==> src/design/rss_pkg.sv <==
package rss_pkg;

    // Field widths of the words on the ports.
    localparam int SAMPLE_W     = 16;
    localparam int COUNT_OUT_W  = 16;
    localparam int MEAN_W       = 24;
    localparam int DEV_W        = 24;

    // Fixed-point scaling of the mean and of the variance before the root.
    localparam int MEAN_SHIFT   = 8;
    localparam int DEV_SHIFT    = 16;

    // The root unit works on a 48-bit radicand and yields 24 result bits.
    localparam int ROOT_W       = 48;
    localparam int ROOT_STEPS   = 24;
    localparam logic [ROOT_W-1:0] ROOT_TOP = ROOT_W'(1) << (ROOT_W - 2);

    // Divider numerator width: (n*sumsq - sum^2) << 16, so the root has 8 fraction bits.
    function automatic int num_width(input int sample_bits, input int count_bits);
        num_width = 2 * sample_bits + 2 * count_bits - 2 + DEV_SHIFT;
    endfunction

    typedef struct packed {
        logic signed [SAMPLE_W-1:0] sample;
        logic                       first_of_set;
        logic                       last_of_set;
    } t_in_word;

    typedef struct packed {
        logic        [COUNT_OUT_W-1:0] sample_count;
        logic signed [MEAN_W-1:0]      mean_q8;
        logic signed [SAMPLE_W-1:0]    minimum_value;
        logic signed [SAMPLE_W-1:0]    maximum_value;
        logic        [DEV_W-1:0]       std_dev_q8;
        logic                          std_dev_valid;
        logic                          count_overflow;
    } t_out_word;

    typedef enum logic [2:0] {
        ST_IDLE,
        ST_LOAD,
        ST_MEAN_DIV,
        ST_MEAN_END,
        ST_DEV_DIV,
        ST_ROOT_LOAD,
        ST_ROOT,
        ST_FINISH
    } t_state;

    // Commands from the controller to the datapath.
    typedef struct packed {
        logic acc_en;
        logic calc_load;
        logic mul_step;
        logic div_step;
        logic mean_save;
        logic dev_load;
        logic root_load;
        logic root_step;
        logic out_load;
    } t_cmd;

    // Status from the datapath to the controller.
    typedef struct packed {
        logic short_set;
    } t_sts;

endpackage

==> src/design/rss_datapath.sv <==
module rss_datapath #(
    parameter int SAMPLE_BITS = 16,
    parameter int COUNT_BITS  = 16
) (
    input  logic               i_clk,
    input  logic               i_rst_n,
    input  rss_pkg::t_in_word  i_in_word,
    input  rss_pkg::t_cmd      i_cmd,
    output rss_pkg::t_sts      o_sts,
    output rss_pkg::t_out_word o_out_word
);
    import rss_pkg::*;

    localparam int SB      = SAMPLE_BITS;
    localparam int CB      = COUNT_BITS;
    localparam int IN_BITS = (SB < SAMPLE_W) ? SB : SAMPLE_W;
    localparam int SQR_W   = 2 * SB - 1;
    localparam int SUM_W   = SB + CB;
    localparam int SQ_W    = 2 * SB - 2 + CB;
    localparam int PROD_W  = 2 * SUM_W;
    localparam int DIFF_W  = 2 * SB + 2 * CB - 2;
    localparam int NUM_W   = num_width(SB, CB);
    localparam int DVS_W   = 2 * CB;
    localparam int QX_W    = ((NUM_W > ROOT_W) ? NUM_W : ROOT_W) + 1;
    localparam int SMP_EW  = (SB > SAMPLE_W) ? SB : SAMPLE_W;
    localparam int CNT_EW  = (CB > COUNT_OUT_W) ? CB : COUNT_OUT_W;

    localparam logic signed [SB-1:0] SAMPLE_POS = {1'b0, {(SB - 1){1'b1}}};
    localparam logic signed [SB-1:0] SAMPLE_NEG = {1'b1, {(SB - 1){1'b0}}};
    localparam logic [NUM_W-1:0] MEAN_POS_MAG = NUM_W'((64'd1 << (MEAN_W - 1)) - 64'd1);
    localparam logic [NUM_W-1:0] MEAN_NEG_MAG = NUM_W'(64'd1 << (MEAN_W - 1));

    // Running statistics.
    logic        [CB-1:0]    r_count, n_count;
    logic signed [SUM_W-1:0] r_sum, n_sum;
    logic        [SQ_W-1:0]  r_sumsq, n_sumsq;
    logic signed [SB-1:0]    r_min, n_min;
    logic signed [SB-1:0]    r_max, n_max;
    logic                    r_ovf, n_ovf;

    // Shift-and-add multipliers for n*sumsq and sum^2, and the divisor n*(n-1).
    logic [PROD_W-1:0] r_acc_a, r_acc_b, r_cand_a, r_cand_b;
    logic [CB-1:0]     r_plier_a;
    logic [SUM_W-1:0]  r_plier_b;
    logic [DVS_W-1:0]  r_dvs;

    // Restoring divider, one quotient bit per cycle.
    logic [NUM_W-1:0]  r_num, r_quo;
    logic [DVS_W-1:0]  r_rem, r_dvsr;

    // Bitwise square root.
    logic [ROOT_W-1:0] r_rx, r_rres, r_rbit;
    logic              r_rsat;

    logic signed [MEAN_W-1:0] r_mean;
    t_out_word                r_out;

    logic signed [IN_BITS-1:0] smp_raw;
    logic signed [SB-1:0]      smp;
    logic signed [2*SB-1:0]    smp_prod;
    logic [SQR_W-1:0]          smp_sq;
    logic [CB-1:0]             b_count;
    logic signed [SUM_W-1:0]   b_sum;
    logic [SQ_W-1:0]           b_sumsq;
    logic signed [SB-1:0]      b_min, b_max;
    logic                      b_ovf;

    logic [SUM_W-1:0]   sum_mag;
    logic [PROD_W-1:0]  dev_diff;
    logic [DVS_W:0]     div_try, div_sub;
    logic               div_ge;
    logic [QX_W-1:0]    quo_ext;
    logic [ROOT_W:0]    root_sum;
    logic               root_ge;
    logic               short_set;
    logic [MEAN_W-1:0]  mean_val;
    logic [CNT_EW-1:0]  cnt_ext;
    logic signed [SMP_EW-1:0] min_ext, max_ext;
    logic signed [SMP_EW-1:0] out_pos_ext, out_neg_ext;

    // Input sample: low bits taken and sign-extended, and its square.
    assign smp_raw  = i_in_word.sample[IN_BITS-1:0];
    assign smp      = SB'(smp_raw);
    assign smp_prod = smp * smp;
    assign smp_sq   = smp_prod[SQR_W-1:0];

    // Next statistics: optional clear, then add the sample unless the count is full.
    always_comb begin
        b_count = r_count;
        b_sum   = r_sum;
        b_sumsq = r_sumsq;
        b_min   = r_min;
        b_max   = r_max;
        b_ovf   = r_ovf;
        if (i_in_word.first_of_set) begin
            b_count = '0;
            b_sum   = '0;
            b_sumsq = '0;
            b_min   = SAMPLE_POS;
            b_max   = SAMPLE_NEG;
            b_ovf   = 1'b0;
        end
        n_count = r_count;
        n_sum   = r_sum;
        n_sumsq = r_sumsq;
        n_min   = r_min;
        n_max   = r_max;
        n_ovf   = r_ovf;
        if (i_cmd.acc_en) begin
            n_count = b_count;
            n_sum   = b_sum;
            n_sumsq = b_sumsq;
            n_min   = b_min;
            n_max   = b_max;
            n_ovf   = b_ovf;
            if (b_count == '1) begin
                n_ovf = 1'b1;
            end else begin
                n_count = b_count + 1'b1;
                n_sum   = b_sum + SUM_W'(smp);
                n_sumsq = b_sumsq + SQ_W'(smp_sq);
                n_min   = (smp < b_min) ? smp : b_min;
                n_max   = (smp > b_max) ? smp : b_max;
            end
        end
    end

    always_ff @(posedge i_clk) begin
        if (!i_rst_n) begin
            r_count <= '0;
            r_sum   <= '0;
            r_sumsq <= '0;
            r_min   <= SAMPLE_POS;
            r_max   <= SAMPLE_NEG;
            r_ovf   <= 1'b0;
        end else begin
            r_count <= n_count;
            r_sum   <= n_sum;
            r_sumsq <= n_sumsq;
            r_min   <= n_min;
            r_max   <= n_max;
            r_ovf   <= n_ovf;
        end
    end

    assign sum_mag   = r_sum[SUM_W-1] ? SUM_W'(-r_sum) : SUM_W'(r_sum);
    assign short_set = (r_count < CB'(2));
    assign o_sts.short_set = short_set;

    // The variance numerator never goes negative in exact arithmetic; clamp at zero.
    assign dev_diff = (r_acc_a >= r_acc_b) ? (r_acc_a - r_acc_b) : '0;

    // One divider step: shift in the next numerator bit and try a subtract.
    assign div_try = {r_rem, r_num[NUM_W-1]};
    assign div_sub = div_try - {1'b0, r_dvsr};
    assign div_ge  = (div_try >= {1'b0, r_dvsr});

    assign quo_ext = QX_W'(r_quo);

    // One root step.
    assign root_sum = {1'b0, r_rres} + {1'b0, r_rbit};
    assign root_ge  = ({1'b0, r_rx} >= root_sum);

    // Mean: sign applied to the magnitude quotient, then clamped to the field.
    always_comb begin
        if (r_count == '0) begin
            mean_val = '0;
        end else if (!r_sum[SUM_W-1]) begin
            mean_val = (r_quo > MEAN_POS_MAG) ? {1'b0, {(MEAN_W - 1){1'b1}}}
                                              : r_quo[MEAN_W-1:0];
        end else begin
            mean_val = (r_quo > MEAN_NEG_MAG) ? {1'b1, {(MEAN_W - 1){1'b0}}}
                                              : MEAN_W'(-r_quo[MEAN_W-1:0]);
        end
    end

    // Output clamps for wider counts and samples.
    assign cnt_ext     = CNT_EW'(r_count);
    assign min_ext     = SMP_EW'(r_min);
    assign max_ext     = SMP_EW'(r_max);
    assign out_pos_ext = SMP_EW'($signed({1'b0, {(SAMPLE_W - 1){1'b1}}}));
    assign out_neg_ext = SMP_EW'($signed({1'b1, {(SAMPLE_W - 1){1'b0}}}));

    // Report arithmetic registers.
    always_ff @(posedge i_clk) begin
        if (i_cmd.calc_load) begin
            r_acc_a   <= '0;
            r_acc_b   <= '0;
            r_cand_a  <= PROD_W'(r_sumsq);
            r_cand_b  <= PROD_W'(sum_mag);
            r_plier_a <= r_count;
            r_plier_b <= sum_mag;
            r_dvs     <= DVS_W'(r_count) * DVS_W'(r_count - 1'b1);
        end else if (i_cmd.mul_step) begin
            if (r_plier_a[0]) begin
                r_acc_a <= r_acc_a + r_cand_a;
            end
            if (r_plier_b[0]) begin
                r_acc_b <= r_acc_b + r_cand_b;
            end
            r_cand_a  <= r_cand_a << 1;
            r_cand_b  <= r_cand_b << 1;
            r_plier_a <= r_plier_a >> 1;
            r_plier_b <= r_plier_b >> 1;
        end

        if (i_cmd.calc_load) begin
            r_num  <= NUM_W'({sum_mag, {MEAN_SHIFT{1'b0}}});
            r_rem  <= '0;
            r_dvsr <= DVS_W'(r_count);
        end else if (i_cmd.dev_load) begin
            r_num  <= {dev_diff[DIFF_W-1:0], {DEV_SHIFT{1'b0}}};
            r_rem  <= '0;
            r_dvsr <= r_dvs;
        end else if (i_cmd.div_step) begin
            r_num <= r_num << 1;
            r_rem <= div_ge ? div_sub[DVS_W-1:0] : div_try[DVS_W-1:0];
            r_quo <= {r_quo[NUM_W-2:0], div_ge};
        end

        if (i_cmd.mean_save) begin
            r_mean <= mean_val;
        end

        if (i_cmd.root_load) begin
            r_rx   <= quo_ext[ROOT_W-1:0];
            r_rsat <= |quo_ext[QX_W-1:ROOT_W];
            r_rres <= '0;
            r_rbit <= ROOT_TOP;
        end else if (i_cmd.root_step) begin
            if (root_ge) begin
                r_rx   <= r_rx - root_sum[ROOT_W-1:0];
                r_rres <= (r_rres >> 1) + r_rbit;
            end else begin
                r_rres <= r_rres >> 1;
            end
            r_rbit <= r_rbit >> 2;
        end

        // Result word register.
        if (i_cmd.out_load) begin
            r_out.sample_count   <= (cnt_ext > CNT_EW'({COUNT_OUT_W{1'b1}}))
                                    ? {COUNT_OUT_W{1'b1}} : cnt_ext[COUNT_OUT_W-1:0];
            r_out.mean_q8        <= r_mean;
            r_out.minimum_value  <= (min_ext > out_pos_ext) ? out_pos_ext[SAMPLE_W-1:0] :
                                    (min_ext < out_neg_ext) ? out_neg_ext[SAMPLE_W-1:0] :
                                    min_ext[SAMPLE_W-1:0];
            r_out.maximum_value  <= (max_ext > out_pos_ext) ? out_pos_ext[SAMPLE_W-1:0] :
                                    (max_ext < out_neg_ext) ? out_neg_ext[SAMPLE_W-1:0] :
                                    max_ext[SAMPLE_W-1:0];
            r_out.std_dev_q8     <= short_set ? '0 : (r_rsat ? '1 : r_rres[DEV_W-1:0]);
            r_out.std_dev_valid  <= !short_set;
            r_out.count_overflow <= r_ovf;
        end
    end

    assign o_out_word = r_out;

endmodule

==> src/design/rss_ctrl.sv <==
module rss_ctrl #(
    parameter int SAMPLE_BITS = 16,
    parameter int COUNT_BITS  = 16
) (
    input  logic          i_clk,
    input  logic          i_rst_n,
    input  logic          i_in_valid,
    input  logic          i_last,
    output logic          o_in_stall,
    output logic          o_out_valid,
    input  logic          i_out_stall,
    input  rss_pkg::t_sts i_sts,
    output rss_pkg::t_cmd o_cmd
);
    import rss_pkg::*;

    localparam int NUM_W  = num_width(SAMPLE_BITS, COUNT_BITS);
    localparam int STEP_W = $clog2(NUM_W);
    localparam logic [STEP_W-1:0] DIV_LAST  = STEP_W'(NUM_W - 1);
    localparam logic [STEP_W-1:0] ROOT_LAST = STEP_W'(ROOT_STEPS - 1);

    t_state            r_state, n_state;
    logic [STEP_W-1:0] r_step, n_step;
    logic              r_out_valid, n_out_valid;

    always_ff @(posedge i_clk) begin
        if (!i_rst_n) begin
            r_state     <= ST_IDLE;
            r_step      <= '0;
            r_out_valid <= 1'b0;
        end else begin
            r_state     <= n_state;
            r_step      <= n_step;
            r_out_valid <= n_out_valid;
        end
    end

    // Sequencer: accumulate, then on a report run divide, divide, root, and hand off.
    always_comb begin
        n_state     = r_state;
        n_step      = r_step;
        n_out_valid = r_out_valid && i_out_stall;
        o_cmd       = '0;
        unique case (r_state)
            ST_IDLE: begin
                if (i_in_valid) begin
                    o_cmd.acc_en = 1'b1;
                    if (i_last) begin
                        n_state = ST_LOAD;
                    end
                end
            end
            ST_LOAD: begin
                o_cmd.calc_load = 1'b1;
                n_step          = '0;
                n_state         = ST_MEAN_DIV;
            end
            ST_MEAN_DIV: begin
                o_cmd.mul_step = 1'b1;
                o_cmd.div_step = 1'b1;
                n_step         = r_step + 1'b1;
                if (r_step == DIV_LAST) begin
                    n_state = ST_MEAN_END;
                end
            end
            ST_MEAN_END: begin
                o_cmd.mean_save = 1'b1;
                n_step          = '0;
                if (i_sts.short_set) begin
                    n_state = ST_FINISH;
                end else begin
                    o_cmd.dev_load = 1'b1;
                    n_state        = ST_DEV_DIV;
                end
            end
            ST_DEV_DIV: begin
                o_cmd.div_step = 1'b1;
                n_step         = r_step + 1'b1;
                if (r_step == DIV_LAST) begin
                    n_state = ST_ROOT_LOAD;
                end
            end
            ST_ROOT_LOAD: begin
                o_cmd.root_load = 1'b1;
                n_step          = '0;
                n_state         = ST_ROOT;
            end
            ST_ROOT: begin
                o_cmd.root_step = 1'b1;
                n_step          = r_step + 1'b1;
                if (r_step == ROOT_LAST) begin
                    n_state = ST_FINISH;
                end
            end
            ST_FINISH: begin
                if (!r_out_valid || !i_out_stall) begin
                    o_cmd.out_load = 1'b1;
                    n_out_valid    = 1'b1;
                    n_state        = ST_IDLE;
                end
            end
            default: begin
                n_state = ST_IDLE;
            end
        endcase
    end

    assign o_in_stall  = (r_state != ST_IDLE);
    assign o_out_valid = r_out_valid;

endmodule

==> src/design/running_sample_statistics_top.sv <==
// Running sample statistics. Each input word carries one signed sample; samples are
// taken one per cycle while not stalled and update the count, sum, sum of squares,
// minimum and maximum. A word with first_of_set clears the set before its sample is
// added, and a word with last_of_set produces one result word: count, mean and sample
// standard deviation (n-1 divisor, both with 8 fraction bits), minimum, maximum and
// flags. After a last_of_set word the input stalls while the report is computed by a
// one-bit-per-cycle restoring divider, used once for the mean and once for the
// variance, on a numerator of 2*SAMPLE_BITS + 2*COUNT_BITS + 14 bits, and a
// two-bits-per-cycle square root, and while the previous result word waits to be
// taken. A set of fewer than two samples skips the variance divide and the root.
// Samples arriving once the count is full are dropped and reported through
// count_overflow.
module running_sample_statistics_top #(
    parameter int SAMPLE_BITS = 16,
    parameter int COUNT_BITS  = 16
) (
    input  logic               i_clk,
    input  logic               i_rst_n,
    input  logic               i_in_valid,
    output logic               o_in_stall,
    input  rss_pkg::t_in_word  i_in_word,
    output logic               o_out_valid,
    input  logic               i_out_stall,
    output rss_pkg::t_out_word o_out_word
);
    import rss_pkg::*;

    t_cmd cmd;
    t_sts sts;

    // Sequencer.
    rss_ctrl #(
        .SAMPLE_BITS (SAMPLE_BITS),
        .COUNT_BITS  (COUNT_BITS)
    ) u_ctrl (
        .i_clk       (i_clk),
        .i_rst_n     (i_rst_n),
        .i_in_valid  (i_in_valid),
        .i_last      (i_in_word.last_of_set),
        .o_in_stall  (o_in_stall),
        .o_out_valid (o_out_valid),
        .i_out_stall (i_out_stall),
        .i_sts       (sts),
        .o_cmd       (cmd)
    );

    // Accumulators and report arithmetic.
    rss_datapath #(
        .SAMPLE_BITS (SAMPLE_BITS),
        .COUNT_BITS  (COUNT_BITS)
    ) u_datapath (
        .i_clk      (i_clk),
        .i_rst_n    (i_rst_n),
        .i_in_word  (i_in_word),
        .i_cmd      (cmd),
        .o_sts      (sts),
        .o_out_word (o_out_word)
    );

endmodule
==> config.mk <==
export PLATFORM = sky130hd
export DESIGN_NAME = running_sample_statistics_top
export DESIGN_NICKNAME = d
export VERILOG_FILES = /design/src/design/rss_pkg.sv /design/src/design/rss_datapath.sv /design/src/design/rss_ctrl.sv /design/src/design/running_sample_statistics_top.sv
export SDC_FILE = /design/constraint.sdc
export NUM_CORES = 2
export LEC_CHECK = 0
export CORE_MARGIN = 3
export CORE_UTILIZATION = 55
export DETAILED_ROUTE_END_ITERATION = 10
export DONT_BUFFER_PORTS = 1
export MAX_ROUTING_LAYER = met4
export PLACE_DENSITY = 0.7
export RECOVER_POWER = 25
export SYNTH_ARGS = -nofsm -noshare
export SYNTH_HDL_FRONTEND = slang
export SYNTH_SLANG_ARGS = --single-unit
==> constraint.sdc <==
create_clock -name i_clk -period 11.2 [get_ports i_clk]
set_input_delay 0.56 -clock i_clk [delete_from_list [all_inputs] [get_ports i_clk]]
set_output_delay 0.56 -clock i_clk [all_outputs]
set_load 0.03 [all_outputs]
* Word-level counts from Yosys, hierarchy flattened
Cells that the tools add are included.
** Word-level totals
- Input port bits :: 22
- Flip-flop bits (word level) :: 929
- Bits in read-only memories :: 0
- Bits in latches :: 0
- Bits in writable memories :: 0
- Word-level logic and storage cells :: 172
- Memories kept :: 0
** Operators by class
- Multiply operators :: 2
- Div/mod/pow operators :: 0
- Equality and inequality tests :: 16
- $lt $le $gt $ge :: 13
- Reduce and logical (&&, ||, !) cells :: 27
- Shifts and indexed selects :: 0
- Muxes and demuxes :: 62
- Add/sub/neg operators :: 14
- Bitwise logic cells :: 2
** Operators by type and width (number)
- 32-bit 2-to-1 mux :: 8
- 16-bit 2-to-1 mux :: 14
- 48-bit 2-to-1 mux :: 4
- 46-bit 2-to-1 mux :: 4
- 78-bit 2-to-1 mux :: 2
- 64-bit adder :: 2
- 24-bit 2-to-1 mux :: 4
- 78-bit by 23-bit > comparator with 1-bit output (second input constant) :: 1
- 78-bit by 24-bit > comparator with 1-bit output (second input constant) :: 1
- 64-bit >= comparator :: 1
- 62-bit 2-to-1 mux :: 1
- 62-bit subtractor :: 1
- 48-bit by 47-bit adder with 49-bit output :: 1
- 48-bit by 49-bit >= comparator with 1-bit output :: 1
- 47-bit by 47-bit adder with 48-bit output :: 1
- 16-bit > comparator (second input constant) :: 3
- 48-bit subtractor :: 1
- 46-bit by 31-bit adder with 46-bit output :: 1
- 40-bit 2-to-1 mux :: 1
- 33-bit by 32-bit >= comparator with 1-bit output :: 1
- 32-bit by 16-bit adder with 32-bit output :: 1
- 16-bit less-than comparator (second input constant) :: 2
- 16-bit by 32-bit multiplier with 32-bit output :: 1
- 32-bit negator :: 1
- 36 further kinds :: 78

* Longest topological paths before layout
- Depth after elaboration :: 6
- Gate-level depth with buffers :: 36
- Mapped depth without buffers :: 35

* Modules after synthesis
From an unflattened synthesis, not the netlist that was laid out.
** Unflattened totals
- Cells, all modules :: 8663
- Area total of the unflattened synthesis :: 76739.8 um^2
** Modules (own cells, without submodules)
- rss_datapath :: times used 1, area an instance 76047.9 um^2, cells an instance 8572
- rss_ctrl :: times used 1, area an instance 691.9 um^2, cells an instance 91

* Worst setup path after synthesis
Ideal clock, no wire load.
- Path type :: reg-to-reg
- Start point :: reg u_datapath.r_count[1] (netlist: u_datapath.cnt_ext[1])
- End point :: reg u_datapath.r_dvs[31] (data pin)
- Arrival :: 8.062 ns
- Stages on the path, launching flop included :: 30
- Buffers on the path :: 2
- Library setup time :: 0.260 ns
- Slack :: 2.877 ns
- Cell sequence :: dfxtp_1 -> clkbuf_1 -> or3_1 -> or2_2 -> or3_1 -> or3_1 -> or3_1 -> ha_1 -> clkbuf_1 -> nand2b_1 -> fa_1 -> inv_1 -> fa_1 -> fa_1 -> inv_1 -> fa_1 -> fa_1 -> inv_1 -> fa_1 -> ha_1 -> and4_1 -> nand2_1 -> nor3_1 -> nor4b_1 -> and3b_1 -> nor4_1 -> nand4b_1 -> a31o_2 -> a21oi_1 -> xnor2_1
** On the way
- Longest elaborated chain between the ends :: 2
** Ends and longest elaborated chain
- start: declaration :: RTL line rss_datapath.sv:34 : logic [CB-1:0] r_count, n_count;
- start signal: assignment :: RTL line rss_datapath.sv:137 : r_count <= n_count;
- 16-bit by 1-bit subtractor with 17-bit output :: RTL line rss_datapath.sv:193 : r_dvs <= DVS_W'(r_count) * DVS_W'(r_count - 1'b1);
- 16-bit by 32-bit multiplier with 32-bit output * :: RTL line rss_datapath.sv:193
- end signal: assignment :: RTL line rss_datapath.sv:193
- end: declaration :: RTL line rss_datapath.sv:45 : logic [DVS_W-1:0] r_dvs;
Mark *: on every way between the ends. The rest lies on a longest branch, timed or not.
A chain may end at the register's enable or synchronous reset.

* Worst setup path after layout
- Start point :: reg u_datapath.r_count[0] (netlist: u_datapath.cnt_ext[0])
- End point :: reg u_datapath.r_dvs[31] (data pin)
Same word-level chain as after synthesis.

==> reports/metrics.yaml <==
global_routing:
  grt_pass1_vias: 60880
  grt_max_degree: 160
  track_usage_pct: 28.85
  grt_pass1_wl_mm: 330.7
  antenna_found_initial: 1
  grt-ovfl-total: 0
floorplanning:
  core_um2: 138200
  initial_core_util_pct: 55.68
  die_w_um: 380.0
  io_pins: 122
  core.rowCount: 136
  dieArea_um2: 144400
  die_height_um: 380.0
drt:
  dr_wl_met2_mm: 94.65
  wl_per_cell_um: 19.56
  drt-met1-wl_mm: 91.49
  route.detailed.drc: 0
  vias_per_cell: 5.891
  wl_met3_mm: 12.32
  ant_nets: 0
  first_pass_iters: 6
  drt_first_iter_violations: 5011
  totalWireLength_mm: 204.5
  top_layer: "met4"
  vias: 61610
clocking:
  clkSinkCount: 928
  tritoncts: "done"
  ctsResizeCount: 0
  cts.clk_slew.worst_paths_ps: 60
  clk_latency_ps: 750
  cts_made_buffers: 106
  ctsRootBufferMaster: "clkbuf_16"
  clock_path_buffers: 3
  h-tree-depth: 3
  cts_setup_buffers: 0
pwr:
  p_seq_share_pct: 20.7
  p_clk_share_pct: 13.5
  p_leak_nw: 35.09
  p_comb_share_pct: 65.8
  switching_share_pct: 47.62
  vdd_drop_max_mv: 0.4659
  p_int_mw: 13.91
  p_per_area_nw_per_um2: 324.0
  p_switching_mw: 12.64
synth:
  synth_top_area_cell: "edfxtp_1"
  synth_top_cell_area_share_pct: 17.72
  mappedNetlistArea_um2: 76940
  yosysSeqAreaShare_pct: 30.05
  synth_cells: 8722
  ys_ff_latch: 928
  post_synth_num_cell_types: 123
  synth_top_cells_by_area: "edfxtp_1 18%, fa_1 13%, dfxtp_1 12%, ha_1 9.5%, nand2_1 6.0%"
  async_reset_ff_share_pct: 0
  ys_warn_count: 0
  synth.most_common_cell: "nand2_1"
  synth_flop_cell: "dfxtp_1"
  synth_edf_count: 454
  avgSynthCellArea_um2: 8.821
  synthTopCellsByCount: "1222 x nand2_1, 821 x inv_1, 702 x a21oi_1"
timing:
  finalSetupViolations: 0
  slew_headroom_pct: -134.4
  setup_tns_ps: 0
  hold_ws_ps: 34.52
  period_share_pct: 85.89
  max_freq_mhz: 104.0
  fin_crit_ps: 9619
  setup_ws_ps: 1581
  finalHoldViolCount: 0
  worst_pin_slew_ps: 3516
  rsz0062_at_grt: "false"
  report.final.slew_viol_count: 442
  fin_skew_ps: 63.18
setup_path:
  critPathMaxFanout: 26
  cp-end-kind: "flop"
  r2r-end: "u_datapath.r_dvs[31]$_DFFE_PP_"
  critical-path-slowest-cell: "inv_1"
  cp_slowest_stage_delay_ps: 590
  r2r_start: "u_datapath.cnt_ext[0]$_SDFFE_PN0P_"
  crit_path_start: "u_datapath.cnt_ext[0]$_SDFFE_PN0P_"
  reg2reg_setup_slack_ps: 1580
  path_buf_inv: 6
  cp-start-kind: "flop"
  cp_common_cell: "fa_1"
  arrival_ps: 10090
  worst-setup-path-type: "flop to flop"
  ff2ff_path_depth: 29
  cp.required_ps: 11670
  crit_family: "adder cells"
placed_design:
  io_buffers: 0
  hpwl_mm: 149.2
  preCtsSetupSlack_ps: 2150
  globalplace.congestion: 0.9579
  place_area_um2: 78240
run:
  drv_cap: 12
finish:
  n_antenna_cell: 0
  final_net_count: 9609
  design_area_um2: 81930
  drive_gt1_share_pct: 4.049
  area_growth_syn_to_layout_pct: 6.494
status:
  failed_checks: "max-capacitance violations, max-slew violations"
  status: "complete, but fails checks"
worst_hold_path:
  worstHoldPathCells: 2
  hold_end: "u_datapath.cnt_ext[9]$_SDFFE_PN0P_"
  hold_class: "input port to flop"
  min_from: "i_in_word[1]"
-- per-stage QoR --
stage / utilization (%) / total power, mW / instances
floorplan: - / 18.82 / 8745
global placement: 56.62 / 22.34 / 10240
detailed placement: 56.62 / 22.75 / 10240
CTS: 59.35 / 26.47 / 10460
finish: 59.30 / 26.55 / 10460
global route: 59.30 / 28.92 / 10460
-- power groups by stage --
stage | clock [mW] | combinational, mW | sequential (mW)
global route | 3.78 | 19.6 | 5.58
CTS | 3.64 | 17.4 | 5.48
detailed placement | 0 | 17.2 | 5.54
global placement | 0 | 16.8 | 5.52
finish | 3.58 | 17.5 | 5.50
floorplan | 0 | 13.6 | 5.23
-- worst max path at each step --
stage / to / cells past startpoint
after detailed placement: u_datapath.r_dvs[31]$_DFFE_PP_ / 29
final: u_datapath.r_dvs[31]$_DFFE_PP_ / 29
after global routing: u_datapath.r_dvs[31]$_DFFE_PP_ / 29
after CTS: u_datapath.r_dvs[31]$_DFFE_PP_ / 29
after global placement: u_datapath.r_dvs[31]$_DFFE_PP_ / 28
after floorplan: u_datapath.r_dvs[31]$_DFFE_PP_ / 29
-- sequential cells by signal, summed over array words and instances, names as in the netlist, 24 cells and up --
| name | flops |
|---|---|
| u_datapath.r_acc_b | 64 |
| u_datapath.r_dvsr | 32 |
| u_datapath.r_sumsq | 46 |
| u_datapath.r_mean | 24 |
| u_datapath.r_num | 70 |
| u_datapath.r_sum | 32 |
| u_datapath.r_cand_a | 64 |
| u_datapath.r_rres | 48 |
| u_datapath.r_acc_a | 64 |
| u_datapath.r_plier_b | 32 |
| u_datapath.r_rx | 48 |
| u_datapath.r_cand_b | 64 |
| u_datapath.r_quo | 78 |
| u_datapath.r_rem | 32 |
| u_datapath.r_rbit | 24 |
| u_datapath.o_out_word | 98 |
| u_datapath.r_dvs | 31 |
-- placed cells by master, fill, tap and decap left out, types with 154 or more instances in the layout --
| cell | count |
|---|---|
| nand3_1 | 154 |
| nor2b_1 | 201 |
| nand2_1 | 1216 |
| o21ai_0 | 446 |
| a21o_1 | 234 |
| ha_1 | 583 |
| nand2b_1 | 219 |
| dfxtp_1 | 474 |
| xor2_1 | 223 |
| inv_1 | 820 |
| edfxtp_1 | 454 |
| a21oi_1 | 701 |
| fa_1 | 503 |
| nor2_1 | 453 |
| xnor2_1 | 265 |
-- final cells by class --
type / count / area (um2)
repair buffers: 70 / 530.5
flip-flops and latches: 928 / 23120
well taps: 1863 / 2331
clock buffers: 134 / 2909
fillers: 12110 / 56240
clock inverters: 67 / 706.9
inverters: 826 / 3109
multi-input cells: 6569 / 49220
-- layer usage --
metal,vias to the layer above,global-route usage (%)
met5,-,-
met4,0,8.450
met3,360,3.564
met2,1771,45.57
met1,30070,39.13
li1,29410,-
-- worst reg2reg max path: cells and delay by family, from the launching register on --
kind	cells	cell delay (ps)
buffers and inverters	6	1310
DFF	1	300
xor gates and xnor gates	1	130
and+or+nand+nor	11	3230
AOI/OAI and AO/OA	2	240
adders and majority gates	9	4170
-- cells by family (layout without fill, tap and decap cells) --
kind of cell | Yosys count | in the layout | share of synthesized area, %
AND/OR/NAND/NOR | 2802 | 2802 | 17.35
AO/OA/AOI/OAI | 2097 | 2097 | 17.35
buffers and inverters | 1248 | 1097 | 6.177
adder cells (fa/ha/maj) | 1086 | 1086 | 22.57
flip-flops | 928 | 928 | 30.05
XOR/XNOR | 488 | 488 | 5.555
multiplexers | 71 | 71 | 0.9270
other | 2 | 25 | 0.009761
-- repair_timing --
action	in CTS	in global routing
endpoints found under the hold margin	95	0
hold buffers	13	0
setup endpoints to repair	0	0
Note: power is estimated with default switching activity, not from simulation.
